==> src/design/sri_pkg.sv <==
`timescale 1ns / 1ps

package sri_pkg;

  localparam int NUM_ELEMENTS = 8;
  localparam int OUT_COUNT    = (NUM_ELEMENTS < 8) ? NUM_ELEMENTS : 8;

  localparam logic [16:0] ONE_Q16     = 17'h10000;
  localparam logic [16:0] HALF_Q16    = 17'h08000;
  localparam logic [31:0] EXP_M1_Q32  = 32'h5E2D58D9;
  localparam logic [63:0] PI4_Q32     = 64'h00000000C90FDAA2;
  localparam logic [31:0] INV_PI_Q32  = 32'h517CC1B7;
  localparam logic [63:0] TAN_PI8_Q32 = 64'h000000006A09E667;

  typedef enum logic [1:0] {
    CMD_GOAL  = 2'd0,
    CMD_START = 2'd1,
    CMD_TICK  = 2'd2
  } cmd_e;

  typedef enum logic [1:0] {
    MODE_LINEAR = 2'd0,
    MODE_TANH   = 2'd1,
    MODE_ATAN   = 2'd2,
    MODE_ZERO   = 2'd3
  } mode_e;

  typedef enum logic [1:0] {
    REG_MODE     = 2'd0,
    REG_BETA     = 2'd1,
    REG_DURATION = 2'd2
  } cfg_reg_e;

  typedef enum logic [4:0] {
    ST_IDLE,
    ST_XDIV,
    ST_WSEL,
    ST_NUM,
    ST_DEN,
    ST_MAG,
    ST_L0,
    ST_LMUL,
    ST_LDIV,
    ST_LR,
    ST_LN,
    ST_LS,
    ST_A0,
    ST_AU,
    ST_Z2,
    ST_SDIV,
    ST_SMUL,
    ST_AF,
    ST_B0,
    ST_B1,
    ST_EMIT
  } state_e;

  typedef struct packed {
    logic [1:0]         command;
    logic [2:0]         element;
    logic signed [31:0] value;
    logic [31:0]        tick_time;
  } in_item_t;

  typedef struct packed {
    logic [2:0]         out_element;
    logic signed [31:0] position;
    logic               last;
  } out_item_t;

  typedef struct packed {
    logic        start;
    logic [63:0] dividend;
    logic [63:0] divisor;
  } div_req_t;

  typedef struct packed {
    logic        done;
    logic [63:0] quot;
  } div_rsp_t;

  typedef struct packed {
    logic        start;
    logic [63:0] a;
    logic [31:0] b;
  } mul_req_t;

  typedef struct packed {
    logic        done;
    logic [95:0] prod;
  } mul_rsp_t;

endpackage

==> src/design/sri_mul.sv <==
`timescale 1ns / 1ps

module sri_mul (
  input  logic              clk_i,
  input  logic              rst_ni,
  input  sri_pkg::mul_req_t req_i,
  output sri_pkg::mul_rsp_t rsp_o
);
  import sri_pkg::*;

  logic        busy_q;
  logic        done_q;
  logic [1:0]  ph_q;
  logic [63:0] a_q;
  logic [31:0] b_q;
  logic [63:0] lo_q;
  logic [63:0] hi_q;
  logic [95:0] prod_q;
  logic [31:0] half;
  logic [63:0] part;

  assign half = (ph_q == 2'd0) ? a_q[31:0] : a_q[63:32];
  assign part = {32'd0, half} * {32'd0, b_q};

  always_ff @(posedge clk_i or negedge rst_ni) begin
    if (!rst_ni) begin
      busy_q <= 1'b0;
      done_q <= 1'b0;
      ph_q   <= '0;
    end else begin
      done_q <= 1'b0;
      if (req_i.start) begin
        busy_q <= 1'b1;
        ph_q   <= '0;
      end else if (busy_q) begin
        ph_q <= ph_q + 2'd1;
        if (ph_q == 2'd2) begin
          busy_q <= 1'b0;
          done_q <= 1'b1;
        end
      end
    end
  end

  always_ff @(posedge clk_i) begin
    if (req_i.start) begin
      a_q <= req_i.a;
      b_q <= req_i.b;
    end else if (busy_q) begin
      case (ph_q)
        2'd0:    lo_q <= part;
        2'd1:    hi_q <= part;
        default: prod_q <= {hi_q, 32'd0} + {32'd0, lo_q};
      endcase
    end
  end

  assign rsp_o.done = done_q;
  assign rsp_o.prod = prod_q;

endmodule
==> config.mk <==
export PLATFORM = sky130hd
export DESIGN_NAME = sri_mul
export DESIGN_NICKNAME = d
export VERILOG_FILES = /design/src/design/sri_pkg.sv /design/src/design/sri_mul.sv
export SDC_FILE = /design/constraint.sdc
export NUM_CORES = 2
export LEC_CHECK = 0
export BUFFER_PORTS_ARGS = -buffer_cell sky130_fd_sc_hd__buf_2
export CAP_MARGIN = 20
export CORE_MARGIN = 10
export CORE_UTILIZATION = 36
export CTS_BUF_LIST = sky130_fd_sc_hd__clkbuf_2
export CTS_CLUSTER_SIZE = 30
export DETAILED_ROUTE_END_ITERATION = 8
export PLACE_DENSITY = 0.58
export RECOVER_POWER = 100
export SLEW_MARGIN = 20
export SYNTH_ARGS = -nofsm -noshare
export SYNTH_HDL_FRONTEND = slang
export SYNTH_SLANG_ARGS = --single-unit
export TNS_END_PERCENT = 100
==> constraint.sdc <==
create_clock -name clk_i -period 8.85 [get_ports clk_i]
set_input_delay 0.885 -clock clk_i [delete_from_list [all_inputs] [get_ports clk_i]]
set_output_delay 0.885 -clock clk_i [all_outputs]
set_load 0.1 [all_outputs]
==> results.md <==
* Max Cap Violations at 6
* Seq cells post-synth at 324
* Count of distinct cell types in the synthesized netlist at 71
* CTS tree: yes
* Crit path depth at 27
* DRC at 0
* Final setup fails at 0
* Area leader, netlist: fa_1
* Largest net degree at the start of global routing at 75
* Synth warn at 0
* Total global routing overflow at 0
* Vias at between 30k and 40k
* CTS Root Cell: clkbuf_2
* DRT Pass-1 Iters at 5
* Worst setup SP type: register
* Post-synthesis sequential area ratio at 0.2103
* Crit path arrival time at 9.61 ns
* Number of buffers added on ports at 195
* Insertion delay to the later sink of the worst-skew pair at approximately 1.3 ns
* Share of cells above drive strength 1 at 0.07903
* Top_reg_cell synth: edfxtp_1
* Final Cycle Share at 0.9665
* Number of flops mapped to enable cells by yosys at 320
* Final hold violation count at 0
* Synth area leaders: fa_1 (39%), edfxtp_1 (21%), ha_1 (8.1%)
* Mapped Area at roughly 46000 um^2
* Worst Reg-to-Reg Cells at 27
* Chip Height at around 380 um
* Mean Syn Cell Area at 10.27 um^2
* Crit path max-delay cell type: mux2_2
* CP most frequent cell: fa_1
* Syn_nets at ~5.8k
* First-pass GRT wire length at 208200 um
* Worst EP required at 9.90 ns
* Tightest Pin Transition at 4.031 ns
* CP bufs+invs at 6
* Most common cell in the netlist: inv_1
* Gr usage total at 0.1903
* Failing checks: max-capacitance violations, max-slew violations
* Die Width at 378.1 um
* Critical path class: reg2reg
* DRT antenna net count at 0
* CORE AREA at about 130000 um^2
* Filler Cells Inserted at 12.71k
* CTS Buf Count at 85
* DPL Wire Length at between 100000 and 150000 um
* Hold Path Cell Cnt at 2
* Worst hold path class: in2reg
* Synth top cells by count: inv_1 (932), fa_1 (897), and2_1 (580)
* Cells after Synth at around 4.5k
* Maximum clock rate at 116.9 MHz
* Final Max Tran Viols at 332
* Pre-CTS WS at 0.1992 ns
* Clock Sinks at 324
* Yosys top cell area share at 0.3890
* Vias per cell at 4.925
* Status: finished, violations left
* Critical path endpoint category: register
* Post-layout min period at roughly 8.6 ns
* DR iter-0 viols at between 2k and 2.5k
* Min Hold Slack at between 0.2 and 0.25 ns
* Vias in the first global route at 34.40k
* Crit path max fanout at 29
* Post-synth ARST share at 0.01235
* Final layout net count at 6048
* Rows at 131
* Max Root-Sink Buffers at 3
* Wire length per cell at 20.76 um
* Clock slew at reported path FFs at 0.09 ns
* Final worst slack at 0.2968 ns
* Initial core utilization at 0.3620
* Slowest stage delay, CP at between 0.6 and 0.7 ns
* Final RePlAce weighted congestion at 0.9085
* CP delay by family, top: adder cells
* Clock Skew at 0.1233 ns
* DIE AREA at roughly 140000 um^2
* Number of H-tree levels at 3
* Drt total wl at 134800 um
* Initial antenna violation count at 8
* Rel. slew slack at -1.687
* Area delta synth->final at 10.05%
* I/O pin count at 196
* RSZ-0062 raised after global routing: yes
[metrics by stage]
step | util | instance area [um^2] | instances | TNS [ns]
2_1_floorplan | - | 46170 | 4496 | 0
3_3_place_gp | 0.3858 | 49200 | 6229 | 0
6_report | 0.3984 | 50810 | 6492 | 0
5_1_grt | 0.3984 | 50800 | 6490 | -0.1687
4_1_cts | 0.4002 | 51030 | 6483 | 0
3_5_place_dp | 0.3861 | 49230 | 6230 | 0
[cells in the final DEF, fill, tap and decap left out, types with 9 or more instances in the layout]
cell type / synthesis / routed
a21o_1: 47 / 47
a21oi_1: 113 / 115
a31oi_1: 11 / 11
and2_1: 580 / 571
and3_1: 12 / 12
buf_2: 12 / 85
buf_4: 2 / 104
clkbuf_1: 219 / 114
clkbuf_2: 0 / 118
clkinv_1: 0 / 19
clkinv_2: 0 / 10
diode_2: 0 / 9
dlygate4sd3_1: 0 / 99
edfxtp_1: 320 / 320
fa_1: 897 / 897
ha_1: 298 / 297
inv_1: 932 / 932
mux2_2: 32 / 27
nand2_1: 531 / 531
nand3_1: 21 / 21
nand4_1: 42 / 43
nor2_1: 77 / 80
nor2b_1: 9 / 9
nor3_1: 16 / 16
o211ai_1: 8 / 9
o21ai_0: 48 / 53
o21bai_1: 31 / 31
xnor2_1: 72 / 72
xor2_1: 52 / 52
[per-layer routing]
metal | up-vias | routed length (um) | GRT usage
li1 | 14200 | - | -
met1 | 16430 | 59200 | 0.2604
met2 | 1137 | 61580 | 0.3023
met3 | 201 | 10310 | 0.04135
met4 | 6 | 3677 | 0.05487
met5 | - | 25 | 0
[area by class of cell]
class | instances | area, um^2 | share of cell area
timing repair buffer | 407 | 2718 | 0.05349
inverter | 932 | 3498 | 0.06886
tap | 1662 | 2079 | 0.04093
sequential | 324 | 9709 | 0.1911
clock buffer | 117 | 585.6 | 0.01153
multi-input combinational | 3004 | 31970 | 0.6293
antenna | 9 | 22.52 | 0.0004433
clock inverter | 37 | 220.2 | 0.004334
[kinds of logic after synthesis]
family | Yosys count | share of synthesized area
flops | 324 | 0.2103
mux | 33 | 0.008022
compound gates | 322 | 0.04545
simple gates | 1330 | 0.1474
buf+inv | 1168 | 0.09562
fa+ha+maj | 1195 | 0.4697
xor+xnor | 124 | 0.02352
[worst paths after layout]
check	startpoint	to	slack [ns]
max	ph_q[0]	lo_q[33]	0.30
min	req_i[59]	a_q[27]	0.23
max reg2reg	ph_q[0]	lo_q[33]	0.30
min reg2reg	lo_q[11]	prod_q[11]	0.42
max in group asynchronous	rst_ni	done_q	8.08
min in group asynchronous	rst_ni	busy_q	0.57
[flip-flops by register name (all words and copies together) (netlist names)]
register  count
busy_q        1
prod_q       96
done_q        1
b_q          32
a_q          64
hi_q         64
ph_q          2
lo_q         64
[worst register-to-register path: stages (launching register included)]
cell and delay, ns:
dfrtp_1 0.42, inv_1 0.09, ha_2 0.21, buf_4 0.22
mux2_2 0.65, buf_4 0.31, and2_0 0.17, fa_1 0.49
inv_1 0.05, fa_1 0.50, fa_1 0.48, fa_1 0.55
inv_1 0.05, fa_1 0.45, ha_1 0.30, fa_1 0.50
fa_1 0.44, ha_1 0.32, buf_4 0.17, a21oi_1 0.19
o21bai_1 0.09, a21oi_1 0.21, nor3_1 0.07, a211oi_1 0.34
a21oi_2 0.17, o31ai_2 0.30, or4b_1 0.47, o311ai_1 0.17
[timing repair]
item	in CTS	in global routing
endpoints found under the setup margin	0	9
resized for setup	0	4
buffers inserted	0	0
endpoints found under the hold margin	139	0
hold buffers	99	0
Power is not shown: default switching activity piles up to over one toggle a cycle in this logic, so the estimate is an artifact.
