## config.mk

```make
export PLATFORM = sky130hd
export DESIGN_NAME = sri_div
export DESIGN_NICKNAME = d
export VERILOG_FILES = /design/src/design/sri_pkg.sv /design/src/design/sri_div.sv
export SDC_FILE = /design/constraint.sdc
export NUM_CORES = 1
export LEC_CHECK = 0
export BUFFER_PORTS_ARGS = -buffer_cell sky130_fd_sc_hd__buf_2
export CORE_UTILIZATION = 30
export DETAILED_ROUTE_END_ITERATION = 6
export GPL_TIMING_DRIVEN = 0
export PLACE_DENSITY = 0.51
export SETUP_SLACK_MARGIN = 0.5
export SLEW_MARGIN = 40
export SYNTH_ARGS = -nofsm -noshare
export SYNTH_HDL_FRONTEND = slang
export SYNTH_SLANG_ARGS = --single-unit
```

## constraint.sdc

```tcl
create_clock -name clk_i -period 7.6 [get_ports clk_i]
set_input_delay 1.52 -clock clk_i [delete_from_list [all_inputs] [get_ports clk_i]]
set_output_delay 1.52 -clock clk_i [all_outputs]
set_load 0.05 [all_outputs]
```

## src/design/sri_pkg.sv

```systemverilog
`timescale 1ns / 1ps

package sri_pkg;

  localparam int NUM_ELEMENTS = 8;
  localparam int OUT_COUNT    = (NUM_ELEMENTS < 8) ? NUM_ELEMENTS : 8;

  localparam logic [16:0] ONE_Q16     = 17'h10000;
  localparam logic [16:0] HALF_Q16    = 17'h08000;
  localparam logic [31:0] EXP_M1_Q32  = 32'h5E2D58D9;
  localparam logic [63:0] PI4_Q32     = 64'h00000000C90FDAA2;
  localparam logic [31:0] INV_PI_Q32  = 32'h517CC1B7;
  localparam logic [63:0] TAN_PI8_Q32 = 64'h000000006A09E667;

  typedef enum logic [1:0] {
    CMD_GOAL  = 2'd0,
    CMD_START = 2'd1,
    CMD_TICK  = 2'd2
  } cmd_e;

  typedef enum logic [1:0] {
    MODE_LINEAR = 2'd0,
    MODE_TANH   = 2'd1,
    MODE_ATAN   = 2'd2,
    MODE_ZERO   = 2'd3
  } mode_e;

  typedef enum logic [1:0] {
    REG_MODE     = 2'd0,
    REG_BETA     = 2'd1,
    REG_DURATION = 2'd2
  } cfg_reg_e;

  typedef enum logic [4:0] {
    ST_IDLE,
    ST_XDIV,
    ST_WSEL,
    ST_NUM,
    ST_DEN,
    ST_MAG,
    ST_L0,
    ST_LMUL,
    ST_LDIV,
    ST_LR,
    ST_LN,
    ST_LS,
    ST_A0,
    ST_AU,
    ST_Z2,
    ST_SDIV,
    ST_SMUL,
    ST_AF,
    ST_B0,
    ST_B1,
    ST_EMIT
  } state_e;

  typedef struct packed {
    logic [1:0]         command;
    logic [2:0]         element;
    logic signed [31:0] value;
    logic [31:0]        tick_time;
  } in_item_t;

  typedef struct packed {
    logic [2:0]         out_element;
    logic signed [31:0] position;
    logic               last;
  } out_item_t;

  typedef struct packed {
    logic        start;
    logic [63:0] dividend;
    logic [63:0] divisor;
  } div_req_t;

  typedef struct packed {
    logic        done;
    logic [63:0] quot;
  } div_rsp_t;

  typedef struct packed {
    logic        start;
    logic [63:0] a;
    logic [31:0] b;
  } mul_req_t;

  typedef struct packed {
    logic        done;
    logic [95:0] prod;
  } mul_rsp_t;

endpackage

```

## src/design/sri_div.sv

```systemverilog
`timescale 1ns / 1ps

module sri_div (
  input  logic              clk_i,
  input  logic              rst_ni,
  input  sri_pkg::div_req_t req_i,
  output sri_pkg::div_rsp_t rsp_o
);
  import sri_pkg::*;

  logic        busy_q;
  logic        done_q;
  logic [5:0]  cnt_q;
  logic [63:0] rem_q;
  logic [63:0] dvd_q;
  logic [63:0] dvs_q;
  logic [64:0] trial;
  logic [64:0] diff;
  logic        qbit;

  assign trial = {rem_q, dvd_q[63]};
  assign diff  = trial - {1'b0, dvs_q};
  assign qbit  = ~diff[64];

  always_ff @(posedge clk_i or negedge rst_ni) begin
    if (!rst_ni) begin
      busy_q <= 1'b0;
      done_q <= 1'b0;
      cnt_q  <= '0;
    end else begin
      done_q <= 1'b0;
      if (req_i.start) begin
        busy_q <= 1'b1;
        cnt_q  <= '0;
      end else if (busy_q) begin
        cnt_q <= cnt_q + 6'd1;
        if (cnt_q == 6'd63) begin
          busy_q <= 1'b0;
          done_q <= 1'b1;
        end
      end
    end
  end

  always_ff @(posedge clk_i) begin
    if (req_i.start) begin
      rem_q <= '0;
      dvd_q <= req_i.dividend;
      dvs_q <= req_i.divisor;
    end else if (busy_q) begin
      rem_q <= qbit ? diff[63:0] : trial[63:0];
      dvd_q <= {dvd_q[62:0], qbit};
    end
  end

  assign rsp_o.done = done_q;
  assign rsp_o.quot = dvd_q;

endmodule

```

==> metrics.md, run 1 <==
| Metric | Value |
|---|---|
| Status | `finished clean` |
| Chip height | `about 200 um` |
| CTS H-tree lvls | `4` |
| Die W | `203 um` |
| R2R Setup Slk | `3.58 ns` |
| Detailed Route WL | `33000 um` |
| Worst Reg-to-Reg Cells | `12` |
| CP Launch Type | `flop` |
| Syn Nets | `approximately 1.4k` |
| GRT Overall Usage | `0.162` |
| Post-synthesis cell count | `between 1k and 1.5k` |
| Clock transition at path regs | `0.09 ns` |
| Internal power | `roughly 2700 uW` |
| RePlAce Congestion | `~0.89` |
| Via/cell ratio | `4.94` |
| Yosys warns | `0` |
| Worst-path cell chain | `inv_1, ha_1, nor2b_1, o31a_1, o31ai_1, a21oi_2, nor3b_1, o41ai_4, a311oi_1, nand3_1, a31o_1, a311oi_1` |
| CTS root buf | `clkbuf_16` |
| Syn Std Cell Area | `roughly 0.012 sq mm` |
| Crit end category | `flop` |
| Min-Delay Endpoint | `rem_q[37]` |
| Final hold viol count | `0` |
| VDD IR-drop max | `about 0.21 mV` |
| Ys async rst share | `0.0400` |
| Hold Path Class | `flop to flop` |
| Port buffer count | `around 200` |
| Crit path largest cell delay | `0.75 ns` |
| Number of synthesized flops with an enable pin | `around 130` |
| Max Clk Rate | `~250 MHz` |
| Static leakage | `about 0.006 uW` |
| Fin util | `0.362` |
| WHS | `approximately 0.48 ns` |
| Data arrival, critical path | `around 4.4 ns` |
| Drt first pass iters | `5` |
| Ports | `196` |
| Wire per inst | `approximately 17 um` |
| Post CTS Setup Buffer Count | `0` |
| Slew Viols, Final | `0` |
| Setup TNS | `0 ns` |
| Syn_area_per_cell | `10.1 sq um` |
| Final Instance Area | `between 0.01 and 0.015 sq mm` |
| Dpl hpwl | `25200 um` |
| Worst-Skew Late Latency | `between 0.4 and 0.5 ns` |
| Max-cap violations | `0` |
| Setup Skew | `0.0177 ns` |
| Synthesized flop and latch total | `200` |
| # nets final | `between 1.5k and 2k` |
| Worst Min Path Start | `rem_q[36]` |
| First-pass GRT wire length | `around 53000 um` |
| Gate power share | `0.481` |
| GR Overflow Total | `0` |
| CTS tree | `yes` |
| Crit-path leading delay family | `compound AO/OA/AOI/OAI gates` |
| Std cell rows | `73` |
| Residual DRC | `0` |
| Initial antenna violation count | `0` |
| Clk buf depth | `2` |
| Sequential power share | `0.320` |
| Cts bufs inserted | `17` |
| RR Startpoint | `dvs_q[1]` |
| Post-layout min period | `4.02 ns` |
| RSZ-0062 raised after global routing | `false` |
| Crit Path Max Fanout | `4` |
| Post-CTS resize count | `0` |
| Die area | `0.0413 sq mm` |
| WP buf/inv | `1` |
| Hold path cells | `2` |
| Share of layout cells above drive strength 1 | `0.274` |
| Worst Max-Slew Pin Slew | `0.864 ns` |
| Vias | `around 9.7k` |
| Core area | `0.0398 sq mm` |
| # clock sinks | `200` |
| First DRT Iteration DRCs | `518` |
| Psw | `around 2000 uW` |
| Final Total Pwr | `between 4000 and 5000 uW` |
| Area Overhead vs Synth | `18.8%` |
| Setup CP Type | `flop to flop` |
| Placed Area | `approximately 0.014 sq mm` |
| Ant diodes | `0` |
| Initial Util | `0.305` |
| Critical-path top delay cell | `nor3b_1` |
| Vias in the first global route | `9611` |
| DRT antenna net count | `0` |
| Synth Flop Type | `edfxtp_1` |
| Most used cell, CP | `a311oi_1` |
| # hold bufs at CTS | `0` |
| P per Cell Area | `326 mW/mm^2` |
| WP data required | `roughly 8.0 ns` |
| Largest net degree at the start of global routing | `43` |
| Netlist cell types | `86` |
| R2r endpoint | `rem_q[61]` |
| Post-synthesis sequential area ratio | `0.438` |
| Final setup fails | `0` |
| Clock Power Share | `0.199` |
| Tcrit/Tclk final | `0.529` |
| Rel. slew slack | `0.423` |
| Sw Ratio | `0.430` |
==> cells in the mapped netlist, types with 4 or more instances <==
cell      count  area (sq um)
a311oi_1      6          52.6
xor2_1       27           236
edfxtp_1    128          3840
buf_6         5          56.3
mux2_2       63           709
buf_2        12          60.1
a21oi_2       4          35.0
a21o_1       17           128
o21bai_1     11          82.6
nor3_1        8          40.0
nand3_1      16          80.1
dfrtp_1       8           200
and3_2        4          30.0
nand2b_1      9          56.3
dfxtp_1      64          1280
mux2i_1       8          80.1
a311oi_2     53           796
nand3b_1      4          30.0
o21ai_0      46           230
o21a_1        8          60.1
o31ai_1       7          52.6
a21oi_1      79           395
ha_1         65           813
clkbuf_1     38           143
nor2_1       99           372
o21ai_1       7          35.0
nor4_1        5          31.3
nand2_1     168           631
nand4_1      20           125
and3_1        6          37.5
a31oi_1      10          62.6
inv_1        91           342
nor2b_1       4          25.0
xnor2_1      30           263
==> worst min-delay path, cell delays in order, from the launching register on <==
cell,delay (ns)
dfxtp_1,0.33
inv_1,0.05
a31oi_1,0.06
==> routing by layer <==
metal	track usage	up-vias	routed length (um)
met1	0.222	4660	16000
met4	0.0467	0	420
met3	0.0270	25	1030
li1	-	4807	-
met5	0	-	0
met2	0.263	177	15600
==> power groups by stage <==
stage          registers [uW]  logic [uW]  clock network, uW
2_1_floorplan            1630        1590                  0
3_3_place_gp             1530        2230                  0
3_5_place_dp             1530        2250                  0
4_1_cts                  1500        2260                973
5_1_grt                  1530        2490               1000
6_report                 1510        2260                934
==> registers in the layout, indices dropped and copies added (netlist names) <==
| name | flops |
|---|---|
| dvs_q | 64 |
| done_q | 1 |
| busy_q | 1 |
| rem_q | 64 |
| dvd_q | 64 |
| cnt_q | 6 |
==> kinds of logic (layout without fill, tap and decap cells) <==
logic type	count (synthesis)	count (layout)	synth area share
compound gates	290	290	0.194
xor+xnor	59	59	0.0456
fa+ha+maj	66	66	0.0686
buf+inv	153	382	0.0546
flops	200	200	0.438
mux	71	71	0.0650
simple gates	364	364	0.134
==> placed cells by master, fill, tap and decap left out, types with 4 or more instances in the layout <==
master,n
buf_2,206
and3_1,6
a21oi_2,4
a31oi_1,10
a311oi_1,6
a21o_1,17
nor2b_1,4
nand3_1,16
mux2i_1,8
o31ai_1,7
mux2_2,63
inv_1,90
o21ai_0,46
xnor2_1,30
o21bai_1,11
ha_1,65
nor3_1,8
nand3b_1,4
and3_2,4
nor4_1,5
o21ai_1,7
buf_6,6
o21a_1,8
a21oi_1,79
clkbuf_1,38
edfxtp_1,128
xor2_1,27
nor2_1,99
nand4_1,20
nand2b_1,9
dfxtp_1,64
clkinv_8,5
clkbuf_16,17
a311oi_2,53
nand2_1,168
inv_8,4
dfrtp_1,8
==> worst max path at each step <==
stage | startpoint | to | slack, ns | cells after the start
floorplan | req_i[128] | dvd_q[0] | 3.79 | 4
finish | dvs_q[1] | rem_q[61] | 3.58 | 12
global placement | req_i[128] | dvd_q[13] | 0.87 | 5
detailed placement | req_i[128] | dvd_q[12] | 3.15 | 6
global route | dvs_q[1] | rem_q[61] | 3.32 | 12
CTS | dvs_q[1] | rem_q[61] | 3.61 | 12
==> per-stage QoR <==
step	std cells	worst slack, ns
after floorplan	1203	3.79
after global placement	1923	0.871
after detailed placement	1925	3.15
after CTS	1957	3.61
after global routing	1957	3.32
final	1957	3.58
==> final cells by class <==
class | instances | area (sq um)
Clock buffer | 17 | 425
Multi-Input combinational cell | 850 | 6160
Sequential cell | 200 | 5330
Inverter | 91 | 344
Timing Repair Buffer | 197 | 1020
Tap cell | 525 | 657
Buffer | 62 | 322
Clock inverter | 15 | 173
Fill cell | 4181 | 25400
(Power assumes the default switching activity.)
==> run 2: changes to the inputs <==
PLACE_DENSITY = 0.52   (was 0.51)
clock period = 3.67 ns   (was 7.6 ns; I/O delays follow)
==> metrics.md, run 2 (synthesis results as in run 1) <==
| Metric | Value |
|---|---|
| Status | `finished clean` |
| Static leakage | `0.00645 uW (+7.5%)` |
| Post-layout min period | `3.60 ns (-0.423 ns)` |
| Via/cell ratio | `4.98 (+0.72%)` |
| RePlAce Congestion | `0.887 (-0.56%)` |
| Crit Path Max Fanout | `5 (+1)` |
| First DRT Iteration DRCs | `673 (+30%)` |
| GR Overflow Total | `0 (unchanged)` |
| Area Overhead vs Synth | `29.8%` |
| Core area | `0.0398 sq mm (unchanged)` |
| Final setup fails | `0 (unchanged)` |
| CTS tree | `yes` |
| CP Launch Type | `flop` |
| Vias | `9968 (+3.1%)` |
| Detailed Route WL | `34800 um (+5.2%)` |
| CTS root buf | `clkbuf_16` |
| Critical-path top delay cell | `or4_4` |
| Cts bufs inserted | `17 (unchanged)` |
| Share of layout cells above drive strength 1 | `0.376 (+0.103)` |
| Most used cell, CP | `buf_12` |
| Residual DRC | `0 (unchanged)` |
| Setup Skew | `0.0200 ns (+0.00229 ns)` |
| Drt first pass iters | `5 (unchanged)` |
| Chip height | `203 um (unchanged)` |
| Slew Viols, Final | `0 (unchanged)` |
| # nets final | `1661 (+2.8%)` |
| VDD IR-drop max | `0.588 mV (+180%)` |
| Final hold viol count | `0 (unchanged)` |
| Ports | `196 (unchanged)` |
| Initial antenna violation count | `1 (+1)` |
| Std cell rows | `73 (unchanged)` |
| Rel. slew slack | `0.401 (-0.0213)` |
| Most common cell after layout, fill and taps aside | `buf_2` |
| Fill cell count | `4056 (-3.0%)` |
| Max Clk Rate | `278 MHz (+12%)` |
| Worst-Skew Late Latency | `0.47 ns (about the same)` |
| CTS H-tree lvls | `4 (unchanged)` |
| WP buf/inv | `7 (+6)` |
| Die W | `203 um (unchanged)` |
| WP data required | `4.05 ns (-3.93 ns)` |
| Data arrival, critical path | `3.97 ns (-0.43 ns)` |
| Vias in the first global route | `9982 (+3.9%)` |
| Tcrit/Tclk final | `0.981 (+0.451)` |
| Crit-path leading delay family | `simple AND/OR/NAND/NOR gates` |
| # hold bufs at CTS | `0 (unchanged)` |
| Worst Max-Slew Pin Slew | `0.886 ns (+0.0221 ns)` |
| Crit end category | `flop` |
| Max-cap violations | `0 (unchanged)` |
| Clk buf depth | `2 (unchanged)` |
| Worst-path cell chain | `inv_2, ha_4, buf_6, nand2_4, or4_4, or3_4, or3_4, o21ai_4, a311oi_4, buf_12, buf_12, xor2_4, buf_6, buf_12, buf_12, nand2_1, a311oi_2` |
| Wire per inst | `17.4 um (+2.8%)` |
| Clock transition at path regs | `0.08 ns (about the same)` |
| Crit path largest cell delay | `0.53 ns (-0.22 ns)` |
| RSZ-0062 raised after global routing | `true` |
| Hold Path Class | `primary input to async pin` |
| Die area | `0.0413 sq mm (unchanged)` |
| P per Cell Area | `729 mW/mm^2 (+120%)` |
| WHS | `0.102 ns (-0.380 ns)` |
| Commonest non-fill, non-tap cells in the layout | `buf_2, edfxtp_1, nand2_1` |
| Largest net degree at the start of global routing | `37 (-14%)` |
| Final Total Pwr | `11500 uW (+140%)` |
| # clock sinks | `200 (unchanged)` |
| DRT antenna net count | `0 (unchanged)` |
| Initial Util | `0.305 (unchanged)` |
| Port buffer count | `195 (unchanged)` |
| Biggest regs | `dvd_q x64, dvs_q x64, rem_q x64` |
| GRT Overall Usage | `0.168 (+0.00562)` |
| First-pass GRT wire length | `54000 um (+2.6%)` |
| Setup CP Type | `flop to flop` |
| Dpl hpwl | `25000 um (-0.63%)` |
-- run 2: cell types whose count changed in the layout (fill, tap and decap cells not counted), moves of 10 or more --
cell,delta
nand2_4,+25
nand2_1,-54
inv_2,+10
buf_12,+14
ha_1,-15
buf_4,+25
nand2_2,+29
inv_1,-10
ha_4,+13
-- run 2: power breakdown --
| group | switching, uW | internal [uW] | leakage [uW] | total [uW] |
|---|---|---|---|---|
| clock | 983 | 921 | 0.000277 | 1900 |
| combinational | 3440 | 2930 | 0.00424 | 6380 |
| sequential | 400 | 2820 | 0.00193 | 3220 |
-- run 2: metal layers --
| layer | global-route usage | vias up | part of all wire |
|---|---|---|---|
| met1 | 0.222 | 4790 | 0.46 |
| met2 | 0.273 | 236 | 0.48 |
| li1 | - | 4900 | - |
| met4 | 0.0564 | 0 | 0.018 |
| met3 | 0.0324 | 42 | 0.047 |
| met5 | 0 | - | 0 |
-- run 2: cell type report --
type	instances	area [sq um]	share of cell area
flip-flops and latches	200	5330	0.338
clock buffers	19	443	0.0281
diodes	1	2.50	0.000159
well taps	525	657	0.0416
clock inverters	13	130	0.00825
multi-input cells	851	6840	0.433
plain buffers	62	440	0.0279
repair buffers	241	1590	0.101
inverters	91	344	0.0218
-- run 2: final timing paths --
check / start / end / slack, ns / cells past startpoint
max: dvs_q[48] / rem_q[40] / 0.07 / 17
min: rst_ni / cnt_q[1] / 0.10 / 1
max reg2reg: dvs_q[48] / rem_q[40] / 0.07 / 17
min reg2reg: rem_q[57] / rem_q[57] / 0.50 / 2
max in group asynchronous: rst_ni / cnt_q[3] / 3.39 / 1
min in group clk_i: req_i[1] / dvs_q[1] / 0.43 / 1
-- run 2: through the flow --
step,worst slack (ns),setup TNS (ns),area (sq um),util,instances
3_3_place_gp,-2.22,-169.15,13800,0.348,1923
6_report,0.0715,0,15800,0.396,2003
2_1_floorplan,0.357,0,12200,-,1203
4_1_cts,0.127,0,15300,0.383,1991
3_5_place_dp,-0.264,-12.35,13900,0.349,1925
5_1_grt,-0.0352,-0.346,15800,0.396,2003
-- run 2: timing repair --
item                                    CTS  global route
endpoints found under the setup margin   65            65
gates resized for setup                  96           102
cloned                                    5             3
pin swaps                                20            60
buffers inserted                         29             8
hold endpoints to repair                  0             0
